### config.mk
export PLATFORM = sky130hd
export DESIGN_NAME = signed_divide_remainder_core_flat
export DESIGN_NICKNAME = d
export VERILOG_FILES = /design/src/sv/sdr_pkg.sv /design/src/sv/sdr_req_if.sv /design/src/sv/sdr_rsp_if.sv /design/src/sv/signed_divide_remainder_core.sv /design/src/flat_wrapper.sv
export SDC_FILE = /design/constraint.sdc
export NUM_CORES = 1
export LEC_CHECK = 0
export ABC_AREA = 1
export BUFFER_PORTS_ARGS = -buffer_cell sky130_fd_sc_hd__buf_2
export CAP_MARGIN = 10
export CORE_MARGIN = 1.5
export CORE_UTILIZATION = 40
export CTS_CLUSTER_SIZE = 30
export DETAILED_ROUTE_END_ITERATION = 8
export SYNTH_ARGS = -nofsm -noshare
export SYNTH_HDL_FRONTEND = slang
export SYNTH_SLANG_ARGS = --single-unit
### constraint.sdc
create_clock -name clk -period 4.5 [get_ports clk]
set_input_delay 0.675 -clock clk [delete_from_list [all_inputs] [get_ports clk]]
set_output_delay 0.675 -clock clk [all_outputs]
set_load 0.01 [all_outputs]
### src/sv/sdr_pkg.sv
// Package for the signed divide/remainder core.
// Holds the default data width shared by the core, its interfaces and its checker.
// No dependencies.
package sdr_pkg;

	localparam int DATA_WIDTH_DEF = 32;

endpackage : sdr_pkg

### src/sv/sdr_req_if.sv
// Request channel of the signed divide/remainder core: dividend and divisor.
// Depends on sdr_pkg for the default data width.
interface sdr_req_if
	import sdr_pkg::*;
#(
	parameter int DATA_WIDTH = DATA_WIDTH_DEF
);

	logic                         valid;
	logic                         ready;
	logic signed [DATA_WIDTH-1:0] dividend;
	logic signed [DATA_WIDTH-1:0] divisor;

	modport source (output valid, output dividend, output divisor, input ready);
	modport sink   (input valid, input dividend, input divisor, output ready);

endinterface : sdr_req_if

### src/sv/sdr_rsp_if.sv
// Response channel of the signed divide/remainder core: quotient, remainder, zero flag.
// Depends on sdr_pkg for the default data width.
interface sdr_rsp_if
	import sdr_pkg::*;
#(
	parameter int DATA_WIDTH = DATA_WIDTH_DEF
);

	logic                         valid;
	logic                         ready;
	logic signed [DATA_WIDTH-1:0] quotient;
	logic signed [DATA_WIDTH-1:0] remainder;
	logic                         div_by_zero;

	modport source (output valid, output quotient, output remainder, output div_by_zero,
		input ready);
	modport sink   (input valid, input quotient, input remainder, input div_by_zero,
		output ready);

endinterface : sdr_rsp_if

### src/sv/signed_divide_remainder_core.sv
// Signed integer divider with remainder, radix-2 restoring, one quotient bit per cycle.
// Depends on sdr_pkg, sdr_req_if and sdr_rsp_if.
//
// Usage:
//   req carries a signed dividend and divisor under valid/ready; a request is taken
//   when both are high. rsp returns the quotient (truncated toward zero), the
//   remainder (sign of the dividend) and div_by_zero under valid/ready.
//   A zero divisor sets div_by_zero with zero quotient and remainder. The most
//   negative value over minus one returns the most negative value, remainder zero.
// Timing:
//   One request at a time. req.ready is high only while the sequencer is idle.
//   Magnitudes are taken at acceptance, then DATA_WIDTH passes run through the
//   shared shift-subtract unit, and signs are applied as the result is loaded into
//   the output register. A zero divisor skips the passes. The next request is taken
//   the cycle after the result reaches the output register, so a new request cannot
//   be taken before the previous one is through.
// Stall and reset:
//   The result sits in an output register until rsp.ready; a finished division
//   waits in its sign stage while an earlier result is still held there.
//   arst_n clears the sequencer and rsp.valid; req.ready is high in reset but no division starts.
module signed_divide_remainder_core
	import sdr_pkg::*;
#(
	parameter int DATA_WIDTH = DATA_WIDTH_DEF
)(
	input  logic       clk,
	input  logic       arst_n,
	sdr_req_if.sink    req,
	sdr_rsp_if.source  rsp
);

	localparam int CNT_W = $clog2(DATA_WIDTH);

	typedef enum logic [2:0] {
		ST_IDLE   = 3'b001,
		ST_RUN    = 3'b010,
		ST_FINISH = 3'b100
	} state_t;

	state_t                state_q;
	logic [CNT_W-1:0]      cnt_q;
	logic [DATA_WIDTH-1:0] acc_q;
	logic [DATA_WIDTH-1:0] rem_q;
	logic [DATA_WIDTH-1:0] den_q;
	logic                  q_neg_q;
	logic                  r_neg_q;
	logic                  dz_q;
	logic                  out_valid_q;
	logic [DATA_WIDTH-1:0] quo_out_q;
	logic [DATA_WIDTH-1:0] rem_out_q;
	logic                  dz_out_q;

	logic [DATA_WIDTH-1:0] a_u;
	logic [DATA_WIDTH-1:0] b_u;
	logic                  a_neg;
	logic                  b_neg;
	logic [DATA_WIDTH-1:0] mag_a;
	logic [DATA_WIDTH-1:0] mag_b;
	logic                  b_zero;
	logic                  take;
	logic [DATA_WIDTH:0]   shifted;
	logic [DATA_WIDTH-1:0] diff;
	logic                  ge;
	logic                  out_free;
	logic                  load_out;

	assign a_u    = req.dividend;
	assign b_u    = req.divisor;
	assign a_neg  = a_u[DATA_WIDTH-1];
	assign b_neg  = b_u[DATA_WIDTH-1];
	assign mag_a  = a_neg ? (DATA_WIDTH'(0) - a_u) : a_u;
	assign mag_b  = b_neg ? (DATA_WIDTH'(0) - b_u) : b_u;
	assign b_zero = (b_u == '0);

	assign req.ready = (state_q == ST_IDLE);
	assign take      = req.valid && (state_q == ST_IDLE);

	// shared shift-subtract unit
	assign shifted = {rem_q, acc_q[DATA_WIDTH-1]};
	assign diff    = shifted[DATA_WIDTH-1:0] - den_q;
	assign ge      = (shifted >= {1'b0, den_q});

	assign out_free = !out_valid_q || rsp.ready;
	assign load_out = (state_q == ST_FINISH) && out_free;

	always_ff @(posedge clk or negedge arst_n) begin
		if (!arst_n) begin
			state_q     <= ST_IDLE;
			cnt_q       <= '0;
			out_valid_q <= 1'b0;
		end else begin
			out_valid_q <= load_out || (out_valid_q && !rsp.ready);
			case (state_q)
				ST_IDLE: begin
					if (req.valid) begin
						cnt_q   <= CNT_W'(DATA_WIDTH - 1);
						state_q <= b_zero ? ST_FINISH : ST_RUN;
					end
				end
				ST_RUN: begin
					cnt_q <= cnt_q - CNT_W'(1);
					if (cnt_q == '0) begin
						state_q <= ST_FINISH;
					end
				end
				ST_FINISH: begin
					if (out_free) begin
						state_q <= ST_IDLE;
					end
				end
				default: begin
					state_q <= ST_IDLE;
				end
			endcase
		end
	end

	always_ff @(posedge clk) begin
		if (take) begin
			acc_q   <= b_zero ? '0 : mag_a;
			den_q   <= mag_b;
			rem_q   <= '0;
			q_neg_q <= a_neg ^ b_neg;
			r_neg_q <= a_neg;
			dz_q    <= b_zero;
		end else if (state_q == ST_RUN) begin
			acc_q <= {acc_q[DATA_WIDTH-2:0], ge};
			rem_q <= ge ? diff : shifted[DATA_WIDTH-1:0];
		end
		if (load_out) begin
			quo_out_q <= q_neg_q ? (DATA_WIDTH'(0) - acc_q) : acc_q;
			rem_out_q <= r_neg_q ? (DATA_WIDTH'(0) - rem_q) : rem_q;
			dz_out_q  <= dz_q;
		end
	end

	assign rsp.valid       = out_valid_q;
	assign rsp.quotient    = quo_out_q;
	assign rsp.remainder   = rem_out_q;
	assign rsp.div_by_zero = dz_out_q;

endmodule : signed_divide_remainder_core

### src/flat_wrapper.sv
// flat-port wrapper written by rule: the top's interface ports become plain ports
module signed_divide_remainder_core_flat import sdr_pkg::*;
#(
	parameter int DATA_WIDTH = DATA_WIDTH_DEF
)
  (clk, arst_n, req_valid, req_dividend, req_divisor, req_ready, rsp_valid, rsp_quotient, rsp_remainder, rsp_div_by_zero, rsp_ready);
  sdr_req_if #(.DATA_WIDTH(DATA_WIDTH)) req_i ();
  sdr_rsp_if #(.DATA_WIDTH(DATA_WIDTH)) rsp_i ();
  input  logic clk;
  input  logic arst_n;
  input wire logic [$bits(req_i.valid)-1:0] req_valid;
  input wire logic [$bits(req_i.dividend)-1:0] req_dividend;
  input wire logic [$bits(req_i.divisor)-1:0] req_divisor;
  output wire logic [$bits(req_i.ready)-1:0] req_ready;
  output wire logic [$bits(rsp_i.valid)-1:0] rsp_valid;
  output wire logic [$bits(rsp_i.quotient)-1:0] rsp_quotient;
  output wire logic [$bits(rsp_i.remainder)-1:0] rsp_remainder;
  output wire logic [$bits(rsp_i.div_by_zero)-1:0] rsp_div_by_zero;
  input wire logic [$bits(rsp_i.ready)-1:0] rsp_ready;
  assign req_i.valid = req_valid;
  assign req_i.dividend = req_dividend;
  assign req_i.divisor = req_divisor;
  assign req_ready = req_i.ready;
  assign rsp_valid = rsp_i.valid;
  assign rsp_quotient = rsp_i.quotient;
  assign rsp_remainder = rsp_i.remainder;
  assign rsp_div_by_zero = rsp_i.div_by_zero;
  assign rsp_i.ready = rsp_ready;
  signed_divide_remainder_core #(.DATA_WIDTH(DATA_WIDTH)) u_core (.clk(clk), .arst_n(arst_n), .req(req_i), .rsp(rsp_i));
endmodule
; Yosys cells after proc, flatten, opt, wreduce, memory -nomap -nowiden
; Index checks and enable logic that the tools add are counted.
[totals]
ff_bits = 173
latchBits = 0
ramBits = 0
romBits = 0
inputBits = 68
out_inout_bits = 67
word_cells = 55
mem_count = 0
[classes]
n_addsub = 6
multipliers = 0
n_div = 0
order_cmp = 1
eq_ne = 6
shift = 0
mux = 15
bitwise = 1
n_reduce_logical = 13
[op_table]
columns = op, n
row1 = 32-bit two-way mux, 7
row2 = "1-bit by 32-bit subtractor with 32-bit output, first input constant", 4
row3 = 33-bit by 32-bit greater-or-equal comparator with 1-bit output, 1
row4 = 32-bit zero test, 1
row5 = 32-bit subtractor, 1
row6 = 31-bit two-way mux, 1
row7 = 3-bit two-way mux, 4
row8 = 5-bit one-hot mux with 2 select lines, 1
row9 = 3-bit one-hot mux with 3 select lines, 1
row10 = 5-bit zero test, 1
row11 = 5-bit two-way mux, 1
row12 = "5-bit by 1-bit subtractor with 5-bit output, second input constant", 1
row13 = "2-bit by 1-bit inequality test with 1-bit output, second input constant", 2
row14 = 2-bit nonzero test, 2
row15 = "3-bit by 1-bit equality test with 1-bit output, second input constant", 1
row16 = "3-bit by 2-bit equality test with 1-bit output, second input constant", 1
row17 = "3-bit equality test, second input constant", 1
row18 = 1-bit logical AND, 3
row19 = 3-bit AND reduction, 1
row20 = 1-bit zero test, 2
row21 = 1-bit logical OR, 2
row22 = "2-bit inequality test, second input constant", 1
row23 = 2-bit AND reduction, 1
row24 = 1-bit bitwise XOR, 1

; Logic depth before layout (Yosys ltp)
[depth]
word_depth = 4
mapped_depth = 17
mapped_depth_nobuf = 17

; Worst setup path after synthesis
; No wires, ideal clock.
[synth_path]
kind = input-to-reg
from = input port rsp_ready
to = register u_core.dz_out_q (netlist: u_core.rsp.div_by_zero), enable pin
setup_time_ns = 0.510
arrival_time_ns = 3.906
required_time_ns = 3.990
setup_slack_ns = 0.084
stages = 2
n_path_buf = 0
path_cell_list = inv_1 a21oi_1
[synth_via]
elab_chain_len = 2
[synth_lines]
columns = item, line_no
row1 = from (decl), flat_wrapper.sv:19  ; input wire logic [$bits(rsp_i.ready)-1:0] rsp_ready;
row2 = 1-bit logical OR, signed_divide_remainder_core.sv:83  ; assign out_free = !out_valid_q || rsp.ready;
row3 = 1-bit logical AND, signed_divide_remainder_core.sv:84  ; assign load_out = (state_q == ST_FINISH) && out_free;
row4 = named net u_core.load_out, signed_divide_remainder_core.sv:65  ; logic load_out;
row5 = to (signal assigned), signed_divide_remainder_core.sv:133  ; dz_out_q <= dz_q;
row6 = to (decl), signed_divide_remainder_core.sv:51  ; logic dz_out_q;
; The timed path passes the listed nets, and every way through them passes these cells.
; A chain may end at the register's enable or synchronous reset.

; Worst setup path after layout
[layout_path]
from = input port req_divisor[31]
to = register u_core.acc_q[31] (data pin)
[layout_via]
elab_chain_len = 3
[layout_lines]
columns = item, line_no
row1 = from (decl), flat_wrapper.sv:13  ; input wire logic [$bits(req_i.divisor)-1:0] req_divisor;
row2 = 32-bit zero test, signed_divide_remainder_core.sv:73  ; assign b_zero = (b_u == '0);
row3 = 32-bit two-way mux, signed_divide_remainder_core.sv:120  ; acc_q <= b_zero ? '0 : mag_a;
row4 = 32-bit two-way mux, signed_divide_remainder_core.sv:119  ; if (take) begin
row5 = to (signal assigned), signed_divide_remainder_core.sv:120
row6 = to (signal assigned), signed_divide_remainder_core.sv:127  ; acc_q <= {acc_q[DATA_WIDTH-2:0], ge};
row7 = to (decl), signed_divide_remainder_core.sv:42  ; logic [DATA_WIDTH-1:0] acc_q;
; No other way between the ends.

==> results.yml <==
cts:
  numCtsBuffers: 17
  cts_setup_buffers: 0
  clk_latency_ns: 0.44
  holdBufCountCts: 0
  clk_pin_slew_worst_paths_ns: 0.07
  cts.sinks: 173
  cts_resized: 0
  clk_path_buf_depth: 2
  cts_root_buf: "clkbuf_16"
  cts_tree: "done"
  h-tree-depth: 4
place:
  gp_congestion: 0.971
  hpwl_mm: 27.3
  numPortBuffers: 134
  placed_cell_area_um2: 13200
critical_path:
  crit_path_end_kind: "flip-flop"
  worst_ep_arrival_time_ns: 2.99
  critPathKind: "input pin to flip-flop"
  crit_fanout: 26
  worstPathRequired_ns: 4.75
  cp-start-kind: "input pin"
sta:
  finalCritPeriodShare_pct: 61.1
  period_needed_ns: 2.75
  timing.slew.headroom_pct: 52.0
  tns_ns: 0
  rsz0062_at_grt: "no"
  skew_ns: 0.0146
  worst_slew_pin_slew_ns: 0.720
  setup-violations-final: 0
  drv_slew: 0
  fmax_mhz: 364
  hold_viol: 0
floorplanning:
  die_h_um: 177
  boundaryPins: 135
  initial_core_util_pct: 40.8
  core_area_um2: 29700
  num_rows: 63
  die-area_um2: 31400
  fp.dieW_um: 177
routing:
  drc_errors: 0
  ant_nets: 0
  routed_wl_mm: 34.1
  drt_iter0_drc: 848
  first_pass_iters: 5
  vias: 10800
  wl_per_cell_um: 15.7
  viasPerCell: 4.98
layout:
  n_antenna_cell: 0
  design_area_um2: 13800
  seqCellArea_um2: 4830
  fin_util_pct: 46.4
  fill_cells: 2998
  syn_to_final_growth_pct: 13.9
  drive_gt1_share_pct: 12.3
  multiInputGateArea_um2: 6060
  nets: 1880
synth:
  syn-num-nets: 1754
  ys_warn_count: 0
  synth_top_flop_cell: "edfxtp_1"
  synth_edf_count: 132
  async_flop_share_pct: 5.20
  syn_avg_cell_area_um2: 7.36
  ys_ff_latch: 173
  synth_area_um2: 12100
  synth.yosys.seq_area_share_pct: 39.9
  synth.distinct_cells: 51
  postSynthCellCount: 1647
min_path:
  min-delay-path-class: "input pin to asynchronous set/reset pin"
job:
  max-cap-violations: 0
power:
  p_leak_uw: 0.00667
  vdd_drop_max_mv: 0.319
  p_per_area_nw_per_um2: 605
grt:
  grt_pass1_wl_mm: 53.1
  antenna_found_initial: 0
  grt_pass1_vias: 10000
  gr-usage-all-layers_pct: 22.0
  gr-total-overflow: 0
  grt_max_degree: 55
status:
  outcome: "complete, no violations"
power breakdown:
part / total, µW / internal [µW] / switching, µW / leakage [µW]
Combinational: 3960 / 1290 / 2680 / 0.00480
Clock: 1570 / 935 / 636 / 0.000302
Sequential: 2820 / 2440 / 376 / 0.00158
metrics by stage:
| stage | cells | power [µW] | hold slack, ns | setup slack [ns] |
|---|---|---|---|---|
| floorplan | 1647 | 5650 | 0.379 | 0.0839 |
| global placement | 2144 | 6730 | 0.424 | 1.38 |
| detailed placement | 2144 | 6760 | 0.414 | 1.32 |
| CTS | 2176 | 8360 | 0.0691 | 1.75 |
| global route | 2176 | 9000 | 0.0794 | 1.48 |
| finish | 2176 | 8350 | 0.0831 | 1.75 |
kinds of logic after synthesis:
| kind of cell | Yosys count | share of synthesized area [%] |
|---|---|---|
| AND/OR/NAND/NOR | 865 | 30.9 |
| AO/OA/AOI/OAI | 135 | 6.40 |
| flip-flops | 173 | 39.9 |
| adder cells (fa/ha/maj) | 39 | 4.09 |
| XOR/XNOR | 117 | 8.46 |
| buffers and inverters | 318 | 10.3 |
synthesized netlist by cell type (all sizes together) (4+ instances only):
cell type | count | area share, %
a21oi | 30 | 1.4
a31oi | 4 | 0.21
and3 | 4 | 0.21
buf | 20 | 1.0
clkbuf | 15 | 0.47
dfrtp | 8 | 1.7
dfxtp | 32 | 5.3
edfxtp | 132 | 33
ha | 38 | 3.9
inv | 283 | 8.8
nand2 | 479 | 15
nand3 | 147 | 6.2
nand3b | 18 | 1.1
nand4 | 15 | 0.77
nor2 | 148 | 4.8
nor3 | 37 | 1.9
nor4 | 7 | 0.36
o211ai | 4 | 0.25
o21ai | 71 | 3.1
o22ai | 14 | 0.72
o31ai | 4 | 0.25
or2 | 7 | 0.36
xnor2 | 25 | 1.8
xor2 | 92 | 6.6
routing by layer:
| metal | vias to the layer above | global-route usage, % | wire [µm] |
|---|---|---|---|
| met4 | 0 | 7.17 | 822 |
| met3 | 47 | 3.20 | 1770 |
| met5 | - | 0 | 0 |
| met2 | 315 | 33.2 | 14700 |
| li1 | 5512 | - | - |
| met1 | 4958 | 32.2 | 16800 |
worst paths after layout:
kind / slack (ns) / to / depth (start not counted) / startpoint
worst max register to register: 1.85 / u_core.rem_q[30]$_SDFFE_PP0P_ / 16 / u_core.acc_q[31]$_DFFE_PP_
worst max-delay path: 1.75 / u_core.acc_q[31]$_DFFE_PP_ / 9 / req_divisor[31]
worst min register to register: 0.43 / u_core.rsp.div_by_zero$_DFFE_PP_ / 0 / u_core.dz_q$_DFFE_PP_
worst min-delay path: 0.08 / u_core.cnt_q[3]$_DFFE_PN0P_ / 1 / arst_n
max in group asynchronous: 4.15 / u_core.state_q[0]$_DFFE_PN1P_ / 1 / arst_n
min in group clk: 0.43 / u_core.rsp.div_by_zero$_DFFE_PP_ / 0 / u_core.dz_q$_DFFE_PP_
layout by cell type, fill, tap and decap left out, types with 8 or more instances in the layout:
master,count
o21ai_1,20
o21ai_0,49
dfrtp_1,8
dfxtp_1,32
buf_4,8
o22ai_1,14
nor2_2,9
edfxtp_1,132
buf_2,134
nand3b_1,18
a21oi_1,26
ha_1,38
xnor2_1,25
xor2_1,92
inv_1,277
nor2_1,137
nand2_1,470
nand4_1,15
nand3_1,145
nor3_1,31
clkbuf_16,17
sequential cells by signal (all words and copies together) (netlist names):
| signal | flops |
|---|---|
| u_core.rsp.div_by_zero | 1 |
| u_core.r_neg_q | 1 |
| u_core.rsp.valid | 1 |
| u_core.state_q | 3 |
| u_core.acc_q | 32 |
| u_core.rsp.remainder | 32 |
| u_core.den_q | 32 |
| u_core.dz_q | 1 |
| u_core.cnt_q | 5 |
| u_core.rem_q | 32 |
| u_core.rsp.quotient | 32 |
| u_core.q_neg_q | 1 |
worst max-delay path: stages:
cell     delay (ns)
buf_2          0.38
inv_1          0.32
nand2_1        0.16
nor2_1         0.05
nand3_1        0.08
nor2_1         0.10
nor3_4         0.54
inv_2          0.34
o31ai_1        0.32
cell type report:
class / instances / share of cell area [%]
inverters: 283 / 7.70
clock inverters: 13 / 1.38
repair buffers: 142 / 5.30
multi-input cells: 1156 / 43.9
flip-flops and latches: 173 / 35.0
well taps: 390 / 3.54
clock buffers: 19 / 3.14
Power figures use the tool's default switching activity.
